`src/hw/rtl/aarch32_banked_register_access_unit_assert.svh`:
```
// Assertion macros for the banked register access unit.
// Needs clk and arst_n in the scope of each use.
`ifndef AARCH32_BANKED_REGISTER_ACCESS_UNIT_ASSERT_SVH
`define AARCH32_BANKED_REGISTER_ACCESS_UNIT_ASSERT_SVH

// Consequent must hold in the same cycle as the antecedent.
`define ABRAU_ASSERT_NOW(lbl, ante, cons) \
	lbl: assert property (@(posedge clk) disable iff (!arst_n) (ante) |-> (cons)) \
		else $error("abrau: same-cycle check failed");

// Consequent must hold in the cycle after the antecedent.
`define ABRAU_ASSERT_NEXT(lbl, ante, cons) \
	lbl: assert property (@(posedge clk) disable iff (!arst_n) (ante) |=> (cons)) \
		else $error("abrau: next-cycle check failed");

`endif

```
`src/hw/rtl/abrau_pkg.sv`:
```
// Shared constants and types of the banked register access unit.
// No dependencies.
package abrau_pkg;

	localparam int unsigned DATA_W   = 64;
	localparam int unsigned ADDR_W   = 5;
	localparam int unsigned DEPTH    = 32;
	localparam int unsigned NUM_GPRS = 30;

	// Storage map: entries 0..29 general, 30 link register, 31 program counter.
	localparam logic [ADDR_W-1:0] LR_ADDR = 5'd30;
	localparam logic [ADDR_W-1:0] PC_ADDR = 5'd31;
	localparam logic [ADDR_W-1:0] FIQ_BANK_OFS = 5'd16;

	localparam logic [DATA_W-1:0] LOW32 = 64'h0000_0000_FFFF_FFFF;

	localparam logic [4:0] MODE_USR = 5'h10;
	localparam logic [4:0] MODE_FIQ = 5'h11;
	localparam logic [4:0] MODE_IRQ = 5'h12;
	localparam logic [4:0] MODE_SVC = 5'h13;
	localparam logic [4:0] MODE_ABT = 5'h17;
	localparam logic [4:0] MODE_HYP = 5'h1A;
	localparam logic [4:0] MODE_UND = 5'h1B;
	localparam logic [4:0] MODE_SYS = 5'h1F;

	localparam logic FUNC_READ  = 1'b0;
	localparam logic FUNC_WRITE = 1'b1;

	typedef struct packed {
		logic [ADDR_W-1:0] addr;
		logic              no_reg;
	} abrau_dec_t;

endpackage

```
`src/hw/rtl/abrau_req_if.sv`:
```
// Request channel of the banked register access unit.
// Depends on abrau_pkg.
interface abrau_req_if import abrau_pkg::*; ();
	logic              valid;
	logic              ready;
	logic              func;
	logic [4:0]        reg_index;
	logic [DATA_W-1:0] write_data;
	logic              aarch32_state;
	logic [4:0]        cpu_mode;

	modport source (output valid, func, reg_index, write_data, aarch32_state, cpu_mode,
		input ready);
	modport sink (input valid, func, reg_index, write_data, aarch32_state, cpu_mode,
		output ready);
endinterface

```
`src/hw/rtl/abrau_rsp_if.sv`:
```
// Response channel of the banked register access unit.
// Depends on abrau_pkg.
interface abrau_rsp_if import abrau_pkg::*; ();
	logic              valid;
	logic              ready;
	logic [DATA_W-1:0] read_data;
	logic              no_register;

	modport source (output valid, read_data, no_register, input ready);
	modport sink (input valid, read_data, no_register, output ready);
endinterface

```
`src/hw/rtl/abrau_regmem.sv`:
```
// Register storage: 32 x 64 synchronous memory, one write and one read port.
// Per-entry valid bits make never-written entries read as zero. Uses abrau_pkg.
module abrau_regmem import abrau_pkg::*; (
	input  logic              clk,
	input  logic              arst_n,
	input  logic              wr_en,
	input  logic [ADDR_W-1:0] wr_addr,
	input  logic [DATA_W-1:0] wr_data,
	input  logic              rd_en,
	input  logic [ADDR_W-1:0] rd_addr,
	output logic [DATA_W-1:0] rd_data
);

	logic [DATA_W-1:0] mem [DEPTH];
	logic [DEPTH-1:0]  valid_q;
	logic [DATA_W-1:0] rd_q;
	logic              rd_vld_q;

	always_ff @(posedge clk) begin
		if (wr_en) begin
			mem[wr_addr] <= wr_data;
		end
		if (rd_en) begin
			rd_q <= mem[rd_addr];
		end
	end

	always_ff @(posedge clk or negedge arst_n) begin
		if (!arst_n) begin
			valid_q  <= '0;
			rd_vld_q <= 1'b0;
		end else begin
			if (wr_en) begin
				valid_q[wr_addr] <= 1'b1;
			end
			if (rd_en) begin
				rd_vld_q <= valid_q[rd_addr];
			end
		end
	end

	assign rd_data = rd_vld_q ? rd_q : '0;

endmodule

```
`src/hw/rtl/abrau_decode.sv`:
```
// Register selection: maps index, execution state and mode to a storage entry.
// Uses abrau_pkg.
module abrau_decode import abrau_pkg::*; (
	input  logic       aarch32_state,
	input  logic [4:0] reg_index,
	input  logic [4:0] cpu_mode,
	output abrau_dec_t dec
);

	logic [3:0] r;

	assign r = reg_index[3:0];

	always_comb begin
		dec.addr   = reg_index;
		dec.no_reg = 1'b0;
		if (!aarch32_state) begin
			// x0..x29 and the link register share their storage address with the index
			dec.no_reg = (reg_index == PC_ADDR);
		end else if (r <= 4'd7) begin
			dec.addr = {1'b0, r};
		end else if (r <= 4'd12) begin
			dec.addr = (cpu_mode == MODE_FIQ) ? ({1'b0, r} + FIQ_BANK_OFS) : {1'b0, r};
		end else if (r == 4'd13) begin
			case (cpu_mode)
				MODE_USR, MODE_SYS: dec.addr = 5'd13;
				MODE_FIQ:           dec.addr = 5'd29;
				MODE_IRQ:           dec.addr = 5'd17;
				MODE_SVC:           dec.addr = 5'd19;
				MODE_ABT:           dec.addr = 5'd21;
				MODE_UND:           dec.addr = 5'd23;
				MODE_HYP:           dec.addr = 5'd15;
				default:            dec.no_reg = 1'b1;
			endcase
		end else if (r == 4'd14) begin
			case (cpu_mode)
				MODE_USR, MODE_SYS, MODE_HYP: dec.addr = 5'd14;
				MODE_FIQ:                     dec.addr = LR_ADDR;
				MODE_IRQ:                     dec.addr = 5'd16;
				MODE_SVC:                     dec.addr = 5'd18;
				MODE_ABT:                     dec.addr = 5'd20;
				MODE_UND:                     dec.addr = 5'd22;
				default:                      dec.no_reg = 1'b1;
			endcase
		end else begin
			dec.addr = PC_ADDR;
		end
	end

endmodule

```
`src/hw/rtl/aarch32_banked_register_access_unit.sv`:
```
// Top level of the banked register access unit.
// Uses abrau_pkg, abrau_req_if, abrau_rsp_if, abrau_decode, abrau_regmem.
//
//  channel | dir | beat contents
//  --------+-----+-------------------------------------------------------
//  req     | in  | func, reg_index, write_data, aarch32_state, cpu_mode
//  rsp     | out | read_data, no_register
//
// One access per cycle unless rsp stalls; the result comes the cycle after the beat.
// Writes go to memory at the request beat; reads sample memory at the same
// edge, so a read right after a write sees it without forwarding.
// Reset clears all 32 valid bits at once: every register reads zero, no sweep.
// A stalled response holds the result and blocks new request beats.
module aarch32_banked_register_access_unit import abrau_pkg::*; (
	input logic        clk,
	input logic        arst_n,
	abrau_req_if.sink  req,
	abrau_rsp_if.source rsp
);

	`include "aarch32_banked_register_access_unit_assert.svh"

	abrau_dec_t        dec;
	logic              accept;
	logic              wr_en;
	logic              rd_en;
	logic [DATA_W-1:0] wr_data;
	logic [DATA_W-1:0] rd_data;

	logic              v_s1;
	logic              is_wr_s1;
	logic              a32_s1;
	logic              nreg_s1;

	abrau_decode u_decode (
		.aarch32_state (req.aarch32_state),
		.reg_index     (req.reg_index),
		.cpu_mode      (req.cpu_mode),
		.dec           (dec)
	);

	assign req.ready = !v_s1 || rsp.ready;
	assign accept    = req.valid && req.ready;
	assign wr_en     = accept && (req.func == FUNC_WRITE) && !dec.no_reg;
	assign rd_en     = accept && (req.func == FUNC_READ) && !dec.no_reg;
	assign wr_data   = req.aarch32_state ? (req.write_data & LOW32) : req.write_data;

	abrau_regmem u_regmem (
		.clk     (clk),
		.arst_n  (arst_n),
		.wr_en   (wr_en),
		.wr_addr (dec.addr),
		.wr_data (wr_data),
		.rd_en   (rd_en),
		.rd_addr (dec.addr),
		.rd_data (rd_data)
	);

	always_ff @(posedge clk or negedge arst_n) begin
		if (!arst_n) begin
			v_s1 <= 1'b0;
		end else if (accept) begin
			v_s1 <= 1'b1;
		end else if (rsp.ready) begin
			v_s1 <= 1'b0;
		end
	end

	always_ff @(posedge clk) begin
		if (accept) begin
			is_wr_s1 <= (req.func == FUNC_WRITE);
			a32_s1   <= req.aarch32_state;
			nreg_s1  <= dec.no_reg;
		end
	end

	assign rsp.valid       = v_s1;
	assign rsp.no_register = nreg_s1;

	always_comb begin
		if (is_wr_s1 || nreg_s1) begin
			rsp.read_data = '0;
		end else if (a32_s1) begin
			rsp.read_data = rd_data & LOW32;
		end else begin
			rsp.read_data = rd_data;
		end
	end

	`ABRAU_ASSERT_NEXT(a_write_gives_zero, accept && (req.func == FUNC_WRITE), rsp.valid && (rsp.read_data == '0))
	`ABRAU_ASSERT_NOW(a_noreg_reads_zero, rsp.valid && rsp.no_register, rsp.read_data == '0)
	`ABRAU_ASSERT_NOW(a_a32_upper_zero, rsp.valid && a32_s1, rsp.read_data[63:32] == 32'd0)
	`ABRAU_ASSERT_NOW(a_no_write_on_noreg, wr_en || rd_en, !dec.no_reg && accept)

endmodule
```
`src/flat_wrapper.sv`:
```
// flat-port wrapper written by rule: the top's interface ports become plain ports
module aarch32_banked_register_access_unit_flat import abrau_pkg::*;
  (clk, arst_n, req_valid, req_func, req_reg_index, req_write_data, req_aarch32_state, req_cpu_mode, req_ready, rsp_valid, rsp_read_data, rsp_no_register, rsp_ready);
  abrau_req_if req_i ();
  abrau_rsp_if rsp_i ();
  input logic clk;
  input logic arst_n;
  input wire logic [$bits(req_i.valid)-1:0] req_valid;
  input wire logic [$bits(req_i.func)-1:0] req_func;
  input wire logic [$bits(req_i.reg_index)-1:0] req_reg_index;
  input wire logic [$bits(req_i.write_data)-1:0] req_write_data;
  input wire logic [$bits(req_i.aarch32_state)-1:0] req_aarch32_state;
  input wire logic [$bits(req_i.cpu_mode)-1:0] req_cpu_mode;
  output wire logic [$bits(req_i.ready)-1:0] req_ready;
  output wire logic [$bits(rsp_i.valid)-1:0] rsp_valid;
  output wire logic [$bits(rsp_i.read_data)-1:0] rsp_read_data;
  output wire logic [$bits(rsp_i.no_register)-1:0] rsp_no_register;
  input wire logic [$bits(rsp_i.ready)-1:0] rsp_ready;
  assign req_i.valid = req_valid;
  assign req_i.func = req_func;
  assign req_i.reg_index = req_reg_index;
  assign req_i.write_data = req_write_data;
  assign req_i.aarch32_state = req_aarch32_state;
  assign req_i.cpu_mode = req_cpu_mode;
  assign req_ready = req_i.ready;
  assign rsp_valid = rsp_i.valid;
  assign rsp_read_data = rsp_i.read_data;
  assign rsp_no_register = rsp_i.no_register;
  assign rsp_i.ready = rsp_ready;
  aarch32_banked_register_access_unit u_core (.clk(clk), .arst_n(arst_n), .req(req_i), .rsp(rsp_i));
endmodule
```
`config.mk`:
```
export PLATFORM = sky130hd
export DESIGN_NAME = aarch32_banked_register_access_unit_flat
export DESIGN_NICKNAME = d
export VERILOG_FILES = /design/src/hw/rtl/abrau_pkg.sv /design/src/hw/rtl/abrau_req_if.sv /design/src/hw/rtl/abrau_rsp_if.sv /design/src/hw/rtl/abrau_regmem.sv /design/src/hw/rtl/abrau_decode.sv /design/src/hw/rtl/aarch32_banked_register_access_unit.sv /design/src/flat_wrapper.sv
export VERILOG_INCLUDE_DIRS = /design/src /design/src/hw/rtl
export SDC_FILE = /design/constraint.sdc
export NUM_CORES = 2
export LEC_CHECK = 0
export ABC_AREA = 1
export CAP_MARGIN = 20
export CORE_MARGIN = 1.5
export CORE_UTILIZATION = 25
export DETAILED_ROUTE_END_ITERATION = 8
export DONT_BUFFER_PORTS = 1
export PLACE_DENSITY_LB_ADDON = 0.3
export SYNTH_ARGS = -nofsm -noshare
export SYNTH_HDL_FRONTEND = slang
export SYNTH_SLANG_ARGS = --single-unit
```
`constraint.sdc`:
```
create_clock -name clk -period 5.59 [get_ports clk]
set_input_delay 0 -clock clk [delete_from_list [all_inputs] [get_ports clk]]
set_output_delay 0 -clock clk [all_outputs]
set_load 0.01 [all_outputs]
```
=== After elaboration in Yosys (flattened, before gate mapping) ===
Memory sizes are Yosys's and may differ from the RTL's. A register that Yosys moved wholly into a read port is not among the register bits.
Index checks and enable logic that the tools add are counted.

* Add/subtract/negate cells: 1
* $mul: 0
* Divide/modulo/power cells: 0
* Order comparisons: 4
* Equal/unequal tests: 11
* Shift operators: 0
* Multiplexer cells: 25
* Bitwise operators: 2
* Reductions and logical operators: 14

{| class="wikitable"
|+ Operators by type and width
! kind !! count
|-
| 64-bit two-way mux || 4
|-
| 5-bit == test (second input constant) || 9
|-
| 5-bit case mux with 7 select lines || 1
|-
| 32-bit OR || 1
|-
| 5-bit case mux with 6 select lines || 1
|-
| 5-bit two-way mux || 5
|-
| 1-bit two-way mux || 11
|-
| 4-bit == test (second input constant) || 2
|-
| 8-bit OR reduction || 1
|-
| 1-bit logical AND || 6
|-
| 5-bit by 6-bit less-than comparator with 1-bit output (second input constant) || 1
|-
| 6-bit two-way mux || 1
|-
| 4-bit by 5-bit adder with 5-bit output (second input constant) || 1
|-
| 1-bit binary-select mux with 5-bit select || 1
|-
| 1-bit demux with 5-bit select || 1
|-
| 5-bit by 1-bit >= comparator with 1-bit output (second input constant) || 1
|-
| 4-bit by 3-bit less-or-equal comparator with 1-bit output (second input constant) || 1
|-
| 4-bit less-or-equal comparator (second input constant) || 1
|-
| 3-bit OR reduction || 1
|-
| 1-bit zero test || 2
|-
| 1-bit logical OR || 2
|-
| 2-bit nonzero test || 1
|-
| 2-bit OR reduction || 1
|-
| 1-bit NOT || 1
|}

* Bits in registers: 37
* Bits in latches: 0
* RAM bits: 2,048
* ROM bits: 0
* Input bits: 80
* Output and inout bits: 67
* Memories: 1

{| class="wikitable"
|+ Memory list
! name !! words !! width !! rd ports !! clocked after memory_dff !! wr ports !! line !! RTL
|-
| u_core.u_regmem.mem || 32 || 64 || 1 || 1 || 1 || abrau_regmem.sv:14 || <nowiki>logic [DATA_W-1:0] mem [DEPTH];</nowiki>
|}

=== Depth between registers and ports, before layout ===
* Word-level depth: 13
* Gate-level depth with buffers: 19
* Depth with buffers taken out: 17

=== Cells and area by module ===
A second synthesis with hierarchy kept.

* Cells, all modules: 6,893
* Area, all modules: 86,509.2 um^2

{| class="wikitable"
|+ By module, submodules not included
! module !! instances !! cells each !! area each (um^2) !! sequential area each (um^2)
|-
| abrau_regmem || 1 || 6,601 || 84,682.5 || 64,246.6
|-
| aarch32_banked_register_access_unit || 1 || 221 || 1,493.9 || 115.1
|-
| abrau_decode || 1 || 71 || 332.8 || 0.0
|}

=== Least setup slack after synthesis ===
Ideal clock, no wire load.

* Path type: input-to-reg
* Start: in req_reg_index[0]
* End: mem u_core.u_regmem.mem[14][0], enable pin
* Data arrival time: 4.163 ns
* Required time: 5.104 ns
* Path slack: 0.940 ns
* Cell stages on the path: 12
* Buffers on the path: 4
* Cells stage by stage: buf_2 -> inv_1 -> nor2_1 -> nand2_1 -> a21oi_2 -> nand2_2 -> nand2_2 -> buf_6 -> buf_2 -> nand3_1 -> buf_2 -> nor2_1

* Word-level cells in the longest chain between the ends: 10
* Elaborated cells between the ends (all ways): 22

{| class="wikitable"
|+ Ends and longest elaborated chain
! item !! line !! RTL
|-
| start, declared || flat_wrapper.sv:10 || <nowiki>input wire logic [$bits(req_i.reg_index)-1:0] req_reg_index;</nowiki>
|-
| 4-bit == test || abrau_decode.sv:35 || <nowiki>end else if (r == 4'd14) begin</nowiki>
|-
| 1-bit two-way mux || abrau_decode.sv:35 ||
|-
| 6-bit two-way mux || abrau_decode.sv:24 || <nowiki>end else if (r == 4'd13) begin</nowiki>
|-
| 1-bit two-way mux || abrau_decode.sv:22 || <nowiki>end else if (r <= 4'd12) begin</nowiki>
|-
| 1-bit two-way mux || abrau_decode.sv:20 || <nowiki>end else if (r <= 4'd7) begin</nowiki>
|-
| 1-bit two-way mux || abrau_decode.sv:17 || <nowiki>if (!aarch32_state) begin</nowiki>
|-
| 1-bit zero test || aarch32_banked_register_access_unit.sv:44 || <nowiki>assign wr_en = accept && (req.func == FUNC_WRITE) && !dec.no_reg;</nowiki>
|-
| 1-bit logical AND || aarch32_banked_register_access_unit.sv:44 ||
|-
| 1-bit two-way mux || abrau_regmem.sv:20 || <nowiki>if (wr_en) begin</nowiki>
|-
| 1-bit two-way mux (not written as such) || abrau_regmem.sv:21 || <nowiki>mem[wr_addr] <= wr_data;</nowiki>
|-
| end, declared || abrau_regmem.sv:14 ||
|}

Several ways; a longest one is shown, not always the timed one.

=== Worst setup path in the final report ===
* Start: in req_reg_index[3]
* End: reg u_core.u_regmem.rd_q[30] (read register of u_core.u_regmem.mem) (data pin)

* Word-level cells in the longest chain between the ends: 8
* Elaborated cells between the ends (all ways): 20

{| class="wikitable"
|+ Ends and longest elaborated chain
! item !! line !! RTL
|-
| branches (longest 8 deep; another with 4-bit by 5-bit adder with 5-bit output) || - ||
|-
| end, declared || abrau_regmem.sv:16 || <nowiki>logic [DATA_W-1:0] rd_q;</nowiki>
|}

Parallel ways; which one is timed is not known.
A chain may end at the register's enable or synchronous reset.

==> Flow_metrics.wiki <==
{| class="wikitable"
! Metric !! Value
|-
| Status || finished, violations left
|-
| Violations in the final reports || hold timing
|-
| Post-synth design cell area || around 85,000 µm²
|-
| Final hold vios || 2
|-
| Fin Setup TNS || 0 ps
|-
| Cell internal power dissipation || 26.7 mW
|-
| Number of buffers created by CTS || 230
|-
| Yosys reg bits || 2,149
|-
| Width of the die || slightly below 600 µm
|-
| CTS sink cnt || between 2k and 2.5k
|-
| Post-synth net total || between 7k and 8k
|-
| HPWL after DPL || 134 mm
|-
| Pwr Total || around 35 mW
|-
| IO Pins || 147
|-
| Buffers on Ports || 0
|-
| Critical Path Source Type || input port
|-
| Placed insts || around 11k
|-
| Post-route insts no fill || 11.9k
|-
| Highest ir drop seen on vdd || around 240 µV
|-
| Number of distinct standard cells referenced by the synthesized netlist || 29
|-
| Sum of buffers and inverters on the critical path || 7
|-
| Number of instances in the synthesized netlist || about 7k
|-
| List of cells traversed by the critical path || dlygate4sd3_1 -> nand2_1 -> inv_2 -> nand2_1 -> dlygate4sd3_1 -> nor2_1 -> and3_1 -> nand2_1 -> nand3_1 -> nand2_1 -> nor2_1 -> nand2_1 -> inv_4 -> buf_4 -> o21ai_0 -> nand2_1 -> nor2_1 -> dlygate4sd3_1 -> nand2_1 -> dlygate4sd3_1
|-
| Max Fclk || between 0.15 and 0.2 GHz
|-
| Number of pins exceeding their max-slew limit in the final report || 0
|-
| Worst path top cell family by delay || buffers and inverters
|-
| Clock share of power || 42.2%
|-
| Part of the Yosys area used for sequential elements || 75.8%
|-
| GRT Resource Usage Total || 16.4%
|-
| Root Driver || sky130_fd_sc_hd__clkbuf_16
|-
| Slew of the pin with the lowest slew margin || between 1000 and 1500 ps
|-
| Max_cap viols || 0
|-
| Final critical delay including setup and external delays || 5380 ps
|-
| Count of yosys warnings during synthesis || 0
|-
| Static Leakage || ~37 nW
|-
| Logic pwr share || under 10%
|-
| Buffers from clock root to sink, at most || 4
|-
| Starting Density || 25.2%
|-
| Post-route DRC violation count || 0
|-
| Portion of the clock cycle consumed by the worst path in the final layout || 96.2%
|-
| Pin count of the biggest net entering global routing || 340
|-
| Slowest CP cell || sky130_fd_sc_hd__inv_4
|-
| Clock network latency to the later pin of the worst-skew pair || 910 ps
|-
| Routability congestion estimate from global placement || 0.741
|-
| Synthesized area per cell || roughly 12 µm²
|-
| Cell mode on critical path || sky130_fd_sc_hd__nand2_1
|-
| DIE AREA || 343,000 µm²
|-
| Vias in the first global route || between 50k and 60k
|-
| Std-Cell Rows || about 210
|-
| Drt initial violations || a little under 6k
|-
| Portion of synthesized cell area occupied by the leading cell type || 74.8%
|-
| H-tree depth || 4
|-
| Unrepaired setup endpoints after global routing || no
|-
| Pre-antenna DRT Iters || 6
|-
| Arrival time at the worst endpoint || 6130 ps
|-
| Clock tree skew after final layout || 84.0 ps
|-
| Total length of routed wires || 290 mm
|-
| Clock-pin slew of the registers on the worst-case setup and hold paths || 60 ps
|-
| Crit path capture type || register
|-
| Number of nets still failing antenna checks after routing || 0
|-
| Final #Nets || between 7k and 8k
|-
| Largest fanout on the critical path || 42
|-
| Worst min-delay path class || input port to register
|-
| Height of the die || 586 µm
|-
| Top cells by area, synth || sky130_fd_sc_hd__edfxtp_1, sky130_fd_sc_hd__nand2_1, sky130_fd_sc_hd__a21oi_1, sky130_fd_sc_hd__o21bai_1, sky130_fd_sc_hd__nor2_1
|-
| Antenna violations before repair || 25
|-
| CTS tree || built
|-
| Global-route wire length before repair || 403 mm
|-
| Reg power frac || 51.7%
|-
| Cell area power density || approximately 350 nW/µm²
|-
| Total via count after detailed routing || 54.5k
|-
| Max-Slew Margin vs Limit || 23.7%
|-
| Yosys top cell by area || sky130_fd_sc_hd__edfxtp_1
|-
| Post CTS Setup Buffer Count || 0
|-
| Largest stage delay on the critical path || a little under 900 ps
|-
| Via-per-instance ratio || ~4.6
|-
| Total global routing overflow || 0
|-
| Required time reported for the critical path endpoint || 6340 ps
|-
| Switching power || 7.94 mW
|-
| WHS || -2.33 ps
|-
| Final number of setup-violating endpoints || 0
|-
| Fraction of final layout cells with drive strength greater than 1 || 8.06%
|-
| Average wire per cell in the routed design || 24.4 µm
|-
| CP Class || input port to register
|-
| Core Box Area || 337,000 µm²
|-
| Switching share of power || 22.9%
|-
| Signed area change from the synthesized netlist to the final layout || 18.1%
|}
[cell usage after synthesis (all sizes together)]
master	n
nand3b	1
and2	1
and3	1
buf	164
o21ai	280
inv	75
or2	17
nand2	3004
o32ai	1
nor2	281
clkbuf	204
o21bai	227
nor3	5
edfxtp	2115
nand4	18
a21oi	470
nand3	115
dfrtp	34
[timing repair]
| action | 4_1_cts | 5_1_grt |
|---|---|---|
| gates resized for setup | 0 | 4 |
| hold buffers | 114 | 11 |
| endpoints found under the hold margin | 2120 | 55 |
| endpoints found under the setup margin | 0 | 1 |
[state kept, by name, summed over array words and instances (netlist names)]
| register | cells |
|---|---|
| u_core.u_regmem.rd_vld_q | 1 |
| u_core.u_regmem.rd_q | 64 |
| u_core.rsp.valid | 1 |
| u_core.u_regmem.valid_q | 32 |
| u_core.is_wr_s1 | 1 |
| u_core.u_regmem.mem | 2048 |
| u_core.a32_s1 | 1 |
| u_core.rsp.no_register | 1 |
[power by group through the flow]
stage / registers, mW / logic, mW / clock network [mW]
after floorplan: 18.2 / 1.10 / 0
after global placement: 18.2 / 1.73 / 0
after detailed placement: 18.2 / 1.76 / 0
after CTS: 17.9 / 2.06 / 14.8
after global routing: 17.9 / 2.31 / 15.4
final: 17.9 / 2.12 / 14.6
[metal layers]
metal | part of all wire, % | wire, µm | global-route usage (%) | vias to the layer above
li1 | - | - | - | 24500
met1 | 43 | 125000 | 22.3 | 27500
met2 | 47 | 137000 | 27.4 | 2038
met3 | 7.0 | 20400 | 2.22 | 389
met4 | 2.4 | 6850 | 4.17 | 10
met5 | 0.022 | 64 | 0 | -
[cells by family (layout without fill, tap and decap cells)]
kind of cell	count (synthesis)	after routing	synth area share, %
simple gates	3443	3443	15.6
flops	2149	2149	75.8
other cells	0	11	0
buf+inv	443	774	2.22
compound gates	978	978	6.44
[cell type report]
cell class                 instances  area [µm²]
fill                           34200      237000
sequential                      2149       64400
multi-input combinational       4421       19100
clock buffer                     281        6010
tap                             4515        5650
timing repair buffer             290        3790
clock inverter                   128        1030
inverter                          75         323
antenna                           11        27.5
[final timing paths]
kind | startpoint | endpoint | slack, ps | cells past startpoint
min | req_write_data[40] | u_core.u_regmem.mem[4][40] | -2 | 3
max | req_reg_index[3] | u_core.u_regmem.rd_q[30] | 210 | 20
min reg2reg | u_core.u_regmem.valid_q[18] | u_core.u_regmem.valid_q[18] | 450 | 2
max reg2reg | u_core.rsp.valid | u_core.u_regmem.mem[26][35] | 1930 | 8
min in group asynchronous | arst_n | u_core.rsp.valid | 230 | 4
max in group asynchronous | arst_n | u_core.u_regmem.valid_q[15] | 5080 | 4
[metrics by stage]
step	hold WS, ps	util, %	setup slack, ps	area [µm²]
global placement	-292	26.9	1480	90900
detailed placement	-292	27.0	1410	91000
floorplan	-296	-	940	84900
CTS	0.896	29.5	134	99500
finish	-2.33	29.7	212	100000
global route	8.15	29.7	14.6	100000
[worst register-to-register path: cells and delay by family (launching register included)]
kind / cells / cell delay, ps
buffers and inverters: 3 / 1430
DFF: 1 / 420
and+or+nand+nor: 5 / 1330
[layout by cell type, fill, tap and decap left out, types with 40 or more instances in the layout]
cell type and count:
sky130_fd_sc_hd__o21ai_1 142, sky130_fd_sc_hd__clkinv_1 61, sky130_fd_sc_hd__inv_1 67, sky130_fd_sc_hd__a21oi_1 468, sky130_fd_sc_hd__nor2_1 215, sky130_fd_sc_hd__clkinv_2 40, sky130_fd_sc_hd__buf_4 80, sky130_fd_sc_hd__o21ai_0 136
sky130_fd_sc_hd__edfxtp_1 2115, sky130_fd_sc_hd__clkbuf_1 48, sky130_fd_sc_hd__nand2_1 3001, sky130_fd_sc_hd__clkbuf_16 235, sky130_fd_sc_hd__o21bai_1 227, sky130_fd_sc_hd__buf_12 66, sky130_fd_sc_hd__nand3_1 112, sky130_fd_sc_hd__dlygate4sd3_1 97
Note: power is estimated with default switching activity, not from simulation.
